[config.mk]
export PLATFORM = sky130hd
export DESIGN_NAME = pli_cell
export DESIGN_NICKNAME = d
export VERILOG_FILES = /design/src/rtl/pli_pkg.sv /design/src/rtl/pli_cell.sv
export SDC_FILE = /design/constraint.sdc
export NUM_CORES = 1
export LEC_CHECK = 0
export ABC_AREA = 1
export BUFFER_PORTS_ARGS = -buffer_cell sky130_fd_sc_hd__buf_2
export CAP_MARGIN = 40
export CORE_MARGIN = 5
export CORE_UTILIZATION = 35
export CTS_BUF_LIST = sky130_fd_sc_hd__clkbuf_8
export DETAILED_ROUTE_END_ITERATION = 8
export PLACE_DENSITY = 0.87
export SYNTH_ARGS = -nofsm -noshare
export SYNTH_HDL_FRONTEND = slang
export SYNTH_SLANG_ARGS = --single-unit
[constraint.sdc]
create_clock -name i_clk -period 3.02 [get_ports i_clk]
set_input_delay 0.453 -clock i_clk [delete_from_list [all_inputs] [get_ports i_clk]]
set_output_delay 0.453 -clock i_clk [all_outputs]
set_load 0.05 [all_outputs]
[src/rtl/pli_pkg.sv]
// Shared types and codes for the positional list block.
package pli_pkg;

    typedef enum logic [1:0] {
        CMD_INSERT = 2'd0,
        CMD_ERASE  = 2'd1,
        CMD_PUSH   = 2'd2,
        CMD_POP    = 2'd3
    } t_cmd;

    typedef enum logic [1:0] {
        ST_OK     = 2'd0,
        ST_FULL   = 2'd1,
        ST_BADPOS = 2'd2,
        ST_EMPTY  = 2'd3
    } t_status;

    // Broadcast to every cell: hold, shift toward higher cells, shift toward cell 0.
    typedef enum logic [1:0] {
        SH_HOLD = 2'd0,
        SH_UP   = 2'd1,
        SH_DOWN = 2'd2
    } t_shift_op;

    typedef struct packed {
        t_cmd               command;
        logic signed [31:0] value;
        logic        [7:0]  position;
    } t_in_item;

    typedef struct packed {
        t_status            status;
        logic signed [31:0] popped_value;
        logic        [7:0]  list_length;
    } t_out_item;

endpackage

[src/rtl/pli_cell.sv]
// One list cell: holds one element and trades it with its neighbors.
module pli_cell #(
    parameter int ELEM_WIDTH = 32,
    parameter int IDX_W      = 7,
    parameter int INDEX      = 0
) (
    input  logic                  i_clk,
    input  pli_pkg::t_shift_op    i_op,
    input  logic [IDX_W-1:0]      i_key,
    input  logic [ELEM_WIDTH-1:0] i_value,
    input  logic [ELEM_WIDTH-1:0] i_left,
    input  logic [ELEM_WIDTH-1:0] i_right,
    output logic [ELEM_WIDTH-1:0] o_data
);

    localparam logic [IDX_W-1:0] MY_IDX = IDX_W'(INDEX);

    logic [ELEM_WIDTH-1:0] r_data;
    logic [ELEM_WIDTH-1:0] n_data;

    always_comb begin
        n_data = r_data;
        case (i_op)
            pli_pkg::SH_UP: begin
                // take the lower neighbor above the key, load the new value at it
                if (MY_IDX > i_key) begin
                    n_data = i_left;
                end else if (MY_IDX == i_key) begin
                    n_data = i_value;
                end
            end
            pli_pkg::SH_DOWN: begin
                if (MY_IDX >= i_key) begin
                    n_data = i_right;
                end
            end
            default: begin
                n_data = r_data;
            end
        endcase
    end

    always_ff @(posedge i_clk) begin
        r_data <= n_data;
    end

    assign o_data = r_data;

endmodule

* Word-level counts from Yosys, hierarchy flattened
Cells that the tools add are included.
** Operators by class
- Reduce and logical (&&, ||, !) cells :: 3
- Magnitude comparators :: 2
- Mux-type cells :: 4
- Equal/unequal tests :: 4
** Operator list (number)
- two-way mux 32 bit :: 3
- case mux 32 bit (2 select lines) :: 1
- >= comparator 1 x 7 -> 1 bit (first input constant) :: 1
- greater-than comparator 1 x 7 -> 1 bit (first input constant) :: 1
- zero test 7 bit :: 1
- inequality test 3 bit (second input constant) :: 1
- AND reduction 3 bit :: 1
- == test 2 x 1 -> 1 bit (second input constant) :: 1
- == test 2 bit (second input constant) :: 1
- inequality test 2 bit (second input constant) :: 1
- nonzero test 2 bit :: 1
** Storage, ports and cells
- Flip-flop bits (word level) :: 32
- Input port bits :: 106
- Word-level logic and storage cells :: 14
- Output and inout port bits :: 32

* Depth between registers and ports, before layout
Gate-level depths: netlist (run 1).
- Word-level depth :: 4
- Mapped depth :: 5
- Depth with buffers taken out :: 5

* Least setup slack after synthesis (run 1)
OpenSTA, ideal clock, no wires.
- Path type :: input port to flip-flop
- Start :: input port i_op[1]
- End :: register r_data[0], in the netlist o_data[0], enable pin
- Buffers on the path :: 1
- Arrival time :: 2.091 ns
- Stages on the path :: 3
- Required time :: 2.598 ns
- Library setup time :: 0.422 ns
- Slack :: 0.508 ns
- Path through :: buf_4 xnor2_1 nor2_1
** Between the ends
- Word-level cells in the longest chain between the ends :: 3
- Elaborated cells on any way between the ends :: 6
- Classes of those cells :: 4 x eq/ne; 2 x reduce/logical
** Ends and longest elaborated chain
- from (decl) :: line pli_cell.sv:8 : input pli_pkg::t_shift_op i_op,
- == test 2 x 1 -> 1 bit / == test 2 bit (equally long branches) :: line pli_cell.sv:23 : case (i_op)
- inequality test 3 bit (no source line), or another cell as far along
- AND reduction 3 bit (no source line) *
- to (signal assigned) :: line pli_cell.sv:44 : r_data <= n_data;
- to (decl) :: line pli_cell.sv:18 : logic [ELEM_WIDTH-1:0] r_data;
Every way passes the cells marked *; elsewhere a longest branch is shown, timed or not.
A chain may end at the register's enable or synchronous reset.

* Final worst setup path (run 1)
- Start :: input port i_key[4]
- End :: register r_data[10], in the netlist o_data[10], enable pin
** Between the ends
- Word-level cells in the longest chain between the ends :: 3
- Elaborated cells on any way between the ends :: 6
- Classes of those cells :: 2 x order compare; 2 x eq/ne; 2 x reduce/logical
** Ends and longest elaborated chain
- from (decl) :: line pli_cell.sv:9 : input logic [IDX_W-1:0] i_key,
- greater-than comparator 1 x 7 -> 1 bit, or another cell as far along :: line pli_cell.sv:26 : if (MY_IDX > i_key) begin
- inequality test 3 bit (no source line) / inequality test 2 bit (equally long branches)
- AND reduction 3 bit (no source line) *
Marked as above.

==> summary.md, run 1 <==
| Metric | Value |
|---|---|
| TritonCTS clock tree | `yes` |
| Rel. slew slack | `0.418` |
| Unrepaired setup endpoints after global routing | `no` |
| Worst slew pin tran | `0.871 ns` |
| Worst path buffer plus inverter count | `2` |
| Clock Path Buffers | `2` |
| # clock sinks | `32` |
| Global-route wire length before repair | `5.81 mm` |
| Fin crit share | `0.532` |
| YS warnings | `0` |
| Via count | `1384` |
| Cell Count, Final, Fillers Out | `309` |
| Setup crit end | `o_data[10]$_DFFE_PP_` |
| Hold_ws | `0.444 ns` |
| GR Util All Layers | `0.133` |
| DRT Pass-1 Iters | `4` |
| Top-area cell type share of the netlist area | `0.635` |
| Layout cells sized above 1 | `0.444` |
| ANT nets after route | `0` |
| Ant. Diodes | `0` |
| Hold Path Stages | `3` |
| Max VDD drop | `0.000260 V` |
| Max reg flops | `32` |
| Leak Pwr | `1.06 nW` |
| Crit-path cells | `buf_2 > inv_1 > nand2_1 > nor2_1 > nand2_1 > nor2_4` |
| Crit-path leading delay family | `simple AND/OR/NAND/NOR gates` |
| Layout area overhead | `39.9%` |
| Critical path type | `in2reg` |
| Die ar. | `5740 sq um` |
| Worst Path Arrival | `1.50 ns` |
| Final Max Slew Viols | `0` |
| Root Buffer | `clkbuf_8` |
| Crit path launch type | `primary input` |
| Starting Density | `0.355` |
| Core Region | `4260 sq um` |
| Worst-path clk slew | `0.06 ns` |
| Vias per cell | `4.48` |
| Tightest Hold Check Type | `in2reg` |
| Final Hold Violating Endpoints | `0` |
| Post-CTS Setup Inserts | `0` |
| Layout net count | `363` |
| Syn Nets | `260` |
| Most common cell after layout, fill and taps aside | `buf_2` |
| Max cap viols | `0` |
| Crit-path slowest cell | `nor2_4` |
| CTS Buf Count | `5` |
| Ports | `138` |
| Routed len/inst | `12.4 um` |
| Status | `complete, no violations` |
| CTS resizes | `0` |
| Pin count of the biggest net entering global routing | `34` |
| Std-Cell Rows | `24` |
| Yosys top cell by area | `edfxtp_1` |
| Mapped Cells | `154` |
| Final number of setup-violating endpoints | `0` |
| Ranking of synthesized cells by area | `edfxtp_1, nand2_1, nand3_1` |
| # hold bufs at CTS | `0` |
| Post-synthesis sequential area ratio | `0.635` |
| IO Port Bufs | `around 110` |
| RePlAce Congestion | `0.671` |
| Die W | `approximately 76 um` |
| Chip Height | `75.7 um` |
| Most frequent CP cell | `nand2_1` |
| Critical path peak fanout | `32` |
| Required time of the critical path | `~2.9 ns` |
| Initial DRC Count | `68` |
| Highest clock rate | `623 MHz` |
| Drt drc | `0` |
| Initial antenna violation count | `0` |
| Overflow left after global routing | `0` |
| Most frequent cells in the layout | `buf_2, nand2_1, nand3_1, edfxtp_1, inv_1` |
| Crit path depth | `6` |
| Post-DP HPWL | `around 2.9 mm` |
| PwrDens | `roughly 430 nW/um^2` |
| Tmin final | `1.61 ns` |
| Vias in the first global route | `approximately 1400` |
| HP Start | `i_value[0]` |
| Sum Neg Setup Slack | `0 ns` |
| Mapped Avg Cell Area | `between 9 and 10 sq um` |
| Crit path launch | `i_key[4]` |
| # H-tree levels | `2` |
| Yosys reg bits | `32` |
| Total wire length | `3.85 mm` |
| CP peak stage delay | `0.67 ns` |
| Crit path capture type | `register` |
| Dpl cells | `302` |
| Synthesized cell area | `~1500 sq um` |
| Count of different cell masters after synthesis | `12` |
per-layer routing:
layer | share of wire | routed length (um) | global-route usage | vias up
li1 | - | - | - | 716
met1 | 0.38 | 1460 | 0.148 | 613
met2 | 0.54 | 2070 | 0.247 | 51
met3 | 0.074 | 286 | 0.0343 | 4
met4 | 0.0088 | 34 | 0.0369 | 0
met5 | 0 | 0 | 0 | -
through the flow:
stage,power (W),util,area [sq um],setup slack [ns]
finish,0.000900,0.496,2120,1.41
global route,0.000951,0.496,2120,1.29
CTS,0.000913,0.496,2120,1.39
detailed placement,0.000622,0.478,2040,1.10
global placement,0.000617,0.478,2040,1.12
floorplan,0.000570,-,1510,0.508
power breakdown:
part | internal [W] | switching [W]
clock | 0.000152 | 0.000137
combinational | 0.0000540 | 0.0000622
sequential | 0.000495 | 0.000000372
total | 0.000700 | 0.000200
cells in the mapped netlist, drive strengths merged:
cell type	count
buf	8
nor2	3
inv	7
xnor2	1
nand3	32
edfxtp	32
nand2	69
clkbuf	2
worst min path at each step:
stage                                end  slack (ns)
floorplan            o_data[0]$_DFFE_PP_        0.63
global placement     o_data[2]$_DFFE_PP_        0.72
detailed placement   o_data[2]$_DFFE_PP_        0.72
CTS                  o_data[2]$_DFFE_PP_        0.43
global route        o_data[25]$_DFFE_PP_        0.44
finish               o_data[0]$_DFFE_PP_        0.44
cell families after synthesis:
kind of cell           count (synthesis)  share of synthesized area
AND/OR/NAND/NOR                      104                      0.289
flip-flops                            32                      0.635
buffers and inverters                 17                     0.0695
XOR/XNOR                               1                    0.00579
cell type report:
| type | count | area [sq um] |
|---|---|---|
| repair buffers | 106 | 533 |
| clock inverters | 2 | 7.51 |
| well taps | 52 | 65.1 |
| multi-input cells | 105 | 454 |
| flip-flops and latches | 32 | 961 |
| clock buffers | 5 | 68.8 |
| inverters | 7 | 26.3 |
| fillers | 417 | 2150 |
No activity file was read; power rests on OpenSTA's default activity.
==> run 2, diff against run 1 <==
--- a/config.mk
+++ b/config.mk
@@ -5,14 +5,14 @@
 export SDC_FILE = /design/constraint.sdc
 export NUM_CORES = 1
 export LEC_CHECK = 0
-export ABC_AREA = 1
+export ABC_AREA = 0
 export BUFFER_PORTS_ARGS = -buffer_cell sky130_fd_sc_hd__buf_2
 export CAP_MARGIN = 40
 export CORE_MARGIN = 5
 export CORE_UTILIZATION = 35
 export CTS_BUF_LIST = sky130_fd_sc_hd__clkbuf_8
 export DETAILED_ROUTE_END_ITERATION = 8
-export PLACE_DENSITY = 0.87
+export PLACE_DENSITY = 0.89
 export SYNTH_ARGS = -nofsm -noshare
 export SYNTH_HDL_FRONTEND = slang
 export SYNTH_SLANG_ARGS = --single-unit
==> constraint.sdc (replaced) <==
create_clock -name i_clk -period 1.6 [get_ports i_clk]
set_input_delay 0.24 -clock i_clk [delete_from_list [all_inputs] [get_ports i_clk]]
set_output_delay 0.24 -clock i_clk [all_outputs]
set_load 0.05 [all_outputs]
==> run 2 against run 1 <==
  * Clock power grew 88%
  * Die area down 6.2%
  * Core utilization rose by 3.1 points
  * Final cell count is 24% lower
  * Critical path type unchanged
==> summary.md, run 2 <==
| Metric | Value |
|---|---|
| Leak Pwr | `0.902 nW` |
| Crit-path slowest cell | `or4_4` |
| Die ar. | `~5400 sq um` |
| CTS Buf Count | `5` |
| Most frequent cells in the layout | `buf_2, edfxtp_1, mux2_2, clkbuf_8, mux2_1` |
| Std-Cell Rows | `23` |
| Layout area overhead | `47.9%` |
| Syn Nets | `between 150 and 200` |
| Clk pwr share | `0.324` |
| Worst-path clk slew | `~0.060 ns` |
| Switching share of power | `0.194` |
| Worst Path Arrival | `approximately 1.5 ns` |
| Unrepaired setup endpoints after global routing | `no` |
| Yosys top cell by area | `edfxtp_1` |
| Global-route wire length before repair | `around 4.7 mm` |
| Drt drc | `0` |
| Most used DFF post-synth | `edfxtp_1` |
| Crit path capture type | `register` |
| Overflow left after global routing | `0` |
| Status | `complete, no violations` |
| Ranking of synthesized cells by area | `edfxtp_1, mux2_2, mux2_1` |
| Count leader, synth | `edfxtp_1` |
| Max VDD drop | `0.000367 V` |
| Final Max Slew Viols | `0` |
| Initial antenna violation count | `0` |
| Post-synth EDFFs | `32` |
| Tightest Hold Check Type | `in2reg` |
| # H-tree levels | `2` |
| Final Hold Violating Endpoints | `0` |
| Crit path launch type | `primary input` |
| Starting Density | `0.356` |
| Worst path buffer plus inverter count | `2` |
| FF+latch area | `approximately 960 sq um` |
| Ant. Diodes | `0` |
| Synthesized cell area | `1410 sq um` |
| Layout cells sized above 1 | `0.788` |
| Crit-path cells | `buf_2 > or4_4 > nor4b_4 > buf_4` |
| IO Port Bufs | `about 110` |
| Combinational group share of total power | `0.118` |
| NetSw | `roughly 0.00033 W` |
| Core Region | `3940 sq um` |
| RePlAce Congestion | `0.697` |
| Most common cell after layout, fill and taps aside | `buf_2` |
| Post-DP HPWL | `2.44 mm` |
| CTS resizes | `0` |
| Crit-path leading delay family | `simple AND/OR/NAND/NOR gates` |
| Via count | `~1000` |
| Pin count of the biggest net entering global routing | `33` |
| Critical path peak fanout | `19` |
| Post-layout util | `0.527` |
| Post-CTS Setup Inserts | `0` |
| Critical path type | `in2reg` |
| Yosys reg bits | `32` |
| Top-area cell type share of the netlist area | `0.684` |
| PwrDens | `805 nW/um^2` |
| Initial DRC Count | `39` |
| Max cap viols | `0` |
| GR Util All Layers | `0.118` |
| Mapped Cells | `73` |
| YS warnings | `0` |
| Vias per cell | `4.42` |
| Count of different cell masters after synthesis | `10` |
| Rel. slew slack | `0.838` |
| Flop pwr share | `0.558` |
| Die W | `73.4 um` |
| Post-synthesis sequential area ratio | `0.684` |
| Routed len/inst | `12.9 um` |
| Area of the multi-input gates | `approximately 420 sq um` |
| Internal | `0.00135 W` |
| Layout net count | `between 200 and 300` |
| Mapped Avg Cell Area | `~19 sq um` |
| Root Buffer | `clkbuf_8` |
| Cell area after placement | `2000 sq um` |
| Max reg flops | `32` |
| # clock sinks | `32` |
| CP peak stage delay | `0.53 ns` |
| Tmin final | `~1.5 ns` |
| Chip Height | `roughly 73 um` |
| TritonCTS clock tree | `yes` |
| Ys async rst share | `0` |
| Top cells by count, synth | `edfxtp_1, mux2_2, mux2_1, buf_6` |
| Final number of setup-violating endpoints | `0` |
| Vias in the first global route | `1104` |
| Fin crit share | `0.941` |
| Total wire length | `3.02 mm` |
| Highest clock rate | `roughly 660 MHz` |
| ANT nets after route | `0` |
| DRT Pass-1 Iters | `4` |
| Ports | `138` |
| # hold bufs at CTS | `0` |
| Finished layout cell area | `2080 sq um` |
| Worst slew pin tran | `0.242 ns` |
| Required time of the critical path | `1.56 ns` |
| Final-layout fill cell count | `roughly 340` |
| Clock Path Buffers | `2` |
==> run 2: cell types whose count changed in the layout (fill, tap and decap cells not counted), moves of 2 or more <==
cell,before,now
mux2_1,0,4
nand3_1,32,0
mux2_2,0,28
nand2_1,68,0
clkinv_1,2,0
inv_1,6,1
==> run 2: area by class of cell <==
cell class,instances,area share
clock buffers,5,0.0331
clock inverters,2,0.00421
multi-input cells,37,0.200
flip-flops and latches,32,0.462
well taps,50,0.0301
repair buffers,108,0.270
==> run 2: per-layer routing <==
metal,part of all wire,vias up,track usage,routed length (um)
li1,-,506,-,-
met1,0.33,459,0.118,1000
met2,0.51,64,0.204,1530
met3,0.15,5,0.0492,450
met4,0.013,0,0.0664,40
met5,0,-,0,0
==> run 2: logic make-up (layout without fill, tap and decap cells) <==
logic type    Yosys count  after routing  share of synthesized area
simple gates            4              4                     0.0258
mux                    32             32                      0.256
buf+inv                 4            115                     0.0276
flops                  32             32                      0.684
xor+xnor                1              1                    0.00623
==> run 2: final timing paths <==
path | start | end | slack (ns) | cells after the start
min | i_value[6] | o_data[6]$_DFFE_PP_ | 0.25 | 2
max | i_key[3] | o_data[14]$_DFFE_PP_ | 0.09 | 4
==> run 2: through the flow <==
stage          setup WS, ns  hold slack (ns)  power [W]  instances  setup TNS [ns]
3_5_place_dp         -0.213            0.532    0.00115        227           -5.91
4_1_cts              0.0794            0.239    0.00171        234               0
2_1_floorplan        -0.757            0.441    0.00106         73          -24.24
6_report             0.0942            0.254    0.00167        234               0
3_3_place_gp         -0.179            0.532    0.00115        227           -4.92
5_1_grt              0.0229            0.243    0.00176        234               0
==> run 2: power by group through the flow <==
stage	registers (W)	clock network (W)	logic, W
floorplan	0.000963	0	0.0000926
global placement	0.000951	0	0.000196
detailed placement	0.000951	0	0.000201
CTS	0.000933	0.000578	0.000202
global route	0.000933	0.000610	0.000219
finish	0.000933	0.000542	0.000198
==> run 3, diff against run 2 <==
--- a/config.mk
+++ b/config.mk
@@ -8,11 +8,14 @@
 export ABC_AREA = 0
 export BUFFER_PORTS_ARGS = -buffer_cell sky130_fd_sc_hd__buf_2
 export CAP_MARGIN = 40
+export CORE_ASPECT_RATIO = 1.4
 export CORE_MARGIN = 5
 export CORE_UTILIZATION = 35
 export CTS_BUF_LIST = sky130_fd_sc_hd__clkbuf_8
+export CTS_CLUSTER_DIAMETER = 200
 export DETAILED_ROUTE_END_ITERATION = 8
 export PLACE_DENSITY = 0.89
+export RECOVER_POWER = 25
 export SYNTH_ARGS = -nofsm -noshare
 export SYNTH_HDL_FRONTEND = slang
 export SYNTH_SLANG_ARGS = --single-unit
==> run 3 against run 2 <==
  * Global-route usage is 1.7 points higher
  * Final cell count down 2.1%
  * First-iteration DRC count decreased by 64%
  * Total power rose by 12%
  * Critical path type unchanged
  * Critical endpoint is now o_data[7]$_DFFE_PP_
==> summary.md, run 3 (synthesis results as in run 2) <==
| Metric | Value |
|---|---|
| Final number of setup-violating endpoints | `0` |
| Post-DP HPWL | `2.83 mm` |
| Max cap viols | `0` |
| Combinational group share of total power | `0.104` |
| Required time of the critical path | `1.57 ns` |
| Worst Path Arrival | `1.46 ns` |
| Die ar. | `about 5400 sq um` |
| ANT nets after route | `0` |
| Final Max Slew Viols | `0` |
| GR Util All Layers | `0.135` |
| Dpl cells | `221` |
| Critical path type | `in2reg` |
| CTS Buf Count | `5` |
| Crit path capture type | `register` |
| FF+latch area | `961 sq um` |
| Initial antenna violation count | `0` |
| Hold Path End | `o_data[9]$_DFFE_PP_` |
| Layout area overhead | `48.0%` |
| Worst slew pin tran | `0.721 ns` |
| RePlAce Congestion | `slightly above 0.7` |
| Drt drc | `0` |
| # H-tree levels | `2` |
| Worst-path clk slew | `0.07 ns` |
| NetSw | `~0.00036 W` |
| Most frequent cells in the layout | `buf_2, edfxtp_1, mux2_2, clkbuf_1, clkbuf_8` |
| Leak Pwr | `roughly 0.90 nW` |
| Most common cell after layout, fill and taps aside | `buf_2` |
| Sum Neg Setup Slack | `0 ns` |
| Chip Height | `between 80 and 90 um` |
| Overflow left after global routing | `0` |
| CTS resizes | `0` |
| Internal | `0.00151 W` |
| Cell Count, Final, Fillers Out | `229` |
| Final WS setup | `0.106 ns` |
| Core Region | `3920 sq um` |
| Flop pwr share | `0.499` |
| Ports | `around 140` |
| Layout cells sized above 1 | `0.753` |
| Crit path launch type | `primary input` |
| Fin crit share | `0.934` |
| Critical path peak fanout | `18` |
| Dpl ws | `-0.191 ns` |
| Unrepaired setup endpoints after global routing | `no` |
| Vias per cell | `between 4 and 5` |
| PwrDens | `900 nW/um^2` |
| Root Buffer | `clkbuf_8` |
| Post-CTS Setup Inserts | `0` |
| Final Hold Violating Endpoints | `0` |
| Die W | `approximately 64 um` |
| Pin count of the biggest net entering global routing | `19` |
| Clk pwr share | `0.397` |
| Status | `complete, no violations` |
| # hold bufs at CTS | `0` |
| Rel. slew slack | `0.520` |
| Highest clock rate | `~670 MHz` |
| Global-route wire length before repair | `5.55 mm` |
| Via count | `1040` |
| Area of the multi-input gates | `around 410 sq um` |
| Final-layout fill cell count | `352` |
| TritonCTS clock tree | `yes` |
| Starting Density | `0.359` |
| Tmin final | `approximately 1.5 ns` |
| Routed len/inst | `15.2 um` |
| HP Start | `i_value[9]` |
| Ant. Diodes | `0` |
| Std-Cell Rows | `27` |
| Hold Path Stages | `2` |
| Max reg flops | `32` |
| Clock Path Buffers | `2` |
| IO Port Bufs | `roughly 110` |
| Switching share of power | `0.192` |
| Vias in the first global route | `1207` |
| Crit path launch | `i_key[3]` |
| DRT Pass-1 Iters | `4` |
| Layout net count | `291` |
| Initial DRC Count | `14` |
| Tightest Hold Check Type | `in2reg` |
| Max VDD drop | `between 0.0005 and 0.0006 V` |
| Total wire length | `3.48 mm` |
| # clock sinks | `32` |
==> run 3: power by group through the flow <==
stage | clock [W] | sequential, W | combinational (W)
final | 0.000743 | 0.000933 | 0.000195
after global routing | 0.000812 | 0.000932 | 0.000216
after CTS | 0.000765 | 0.000933 | 0.000201
after detailed placement | 0 | 0.000951 | 0.000200
after global placement | 0 | 0.000951 | 0.000192
after floorplan | 0 | 0.000963 | 0.0000926
==> run 3: cell type report <==
| type | count | share of cell area |
|---|---|---|
| timing repair buffer | 109 | 0.261 |
| clock buffer | 5 | 0.0331 |
| sequential | 32 | 0.462 |
| tap | 43 | 0.0259 |
| clock inverter | 3 | 0.0187 |
| multi-input combinational | 37 | 0.199 |
==> run 3: metal layers <==
layer	vias to the layer above	share of wire	track usage
met4	0	0.023	0.0681
met5	-	0	0
met3	7	0.083	0.0450
met2	49	0.59	0.262
met1	478	0.30	0.116
li1	506	-	-
==> run 3: worst max-delay path by stage <==
stage                     cells past startpoint              endpoint
after global routing                          4  o_data[14]$_DFFE_PP_
final                                         4   o_data[7]$_DFFE_PP_
after detailed placement                      4  o_data[14]$_DFFE_PP_
after global placement                        4  o_data[14]$_DFFE_PP_
after CTS                                     4  o_data[14]$_DFFE_PP_
after floorplan                               2   o_data[0]$_DFFE_PP_
==> run 3: metrics by stage <==
stage | instance area (sq um) | utilization | hold WS (ns) | power [W]
4_1_cts | 2090 | 0.534 | 0.229 | 0.00190
6_report | 2080 | 0.531 | 0.239 | 0.00187
3_3_place_gp | 1990 | 0.507 | 0.523 | 0.00114
5_1_grt | 2080 | 0.531 | 0.239 | 0.00196
2_1_floorplan | 1410 | - | 0.441 | 0.00106
3_5_place_dp | 1990 | 0.507 | 0.527 | 0.00115
==> run 3: worst max-delay path: stages <==
cell and delay (ns):
buf_2 0.10, or4_4 0.53, nor4b_4 0.28, buf_4 0.30
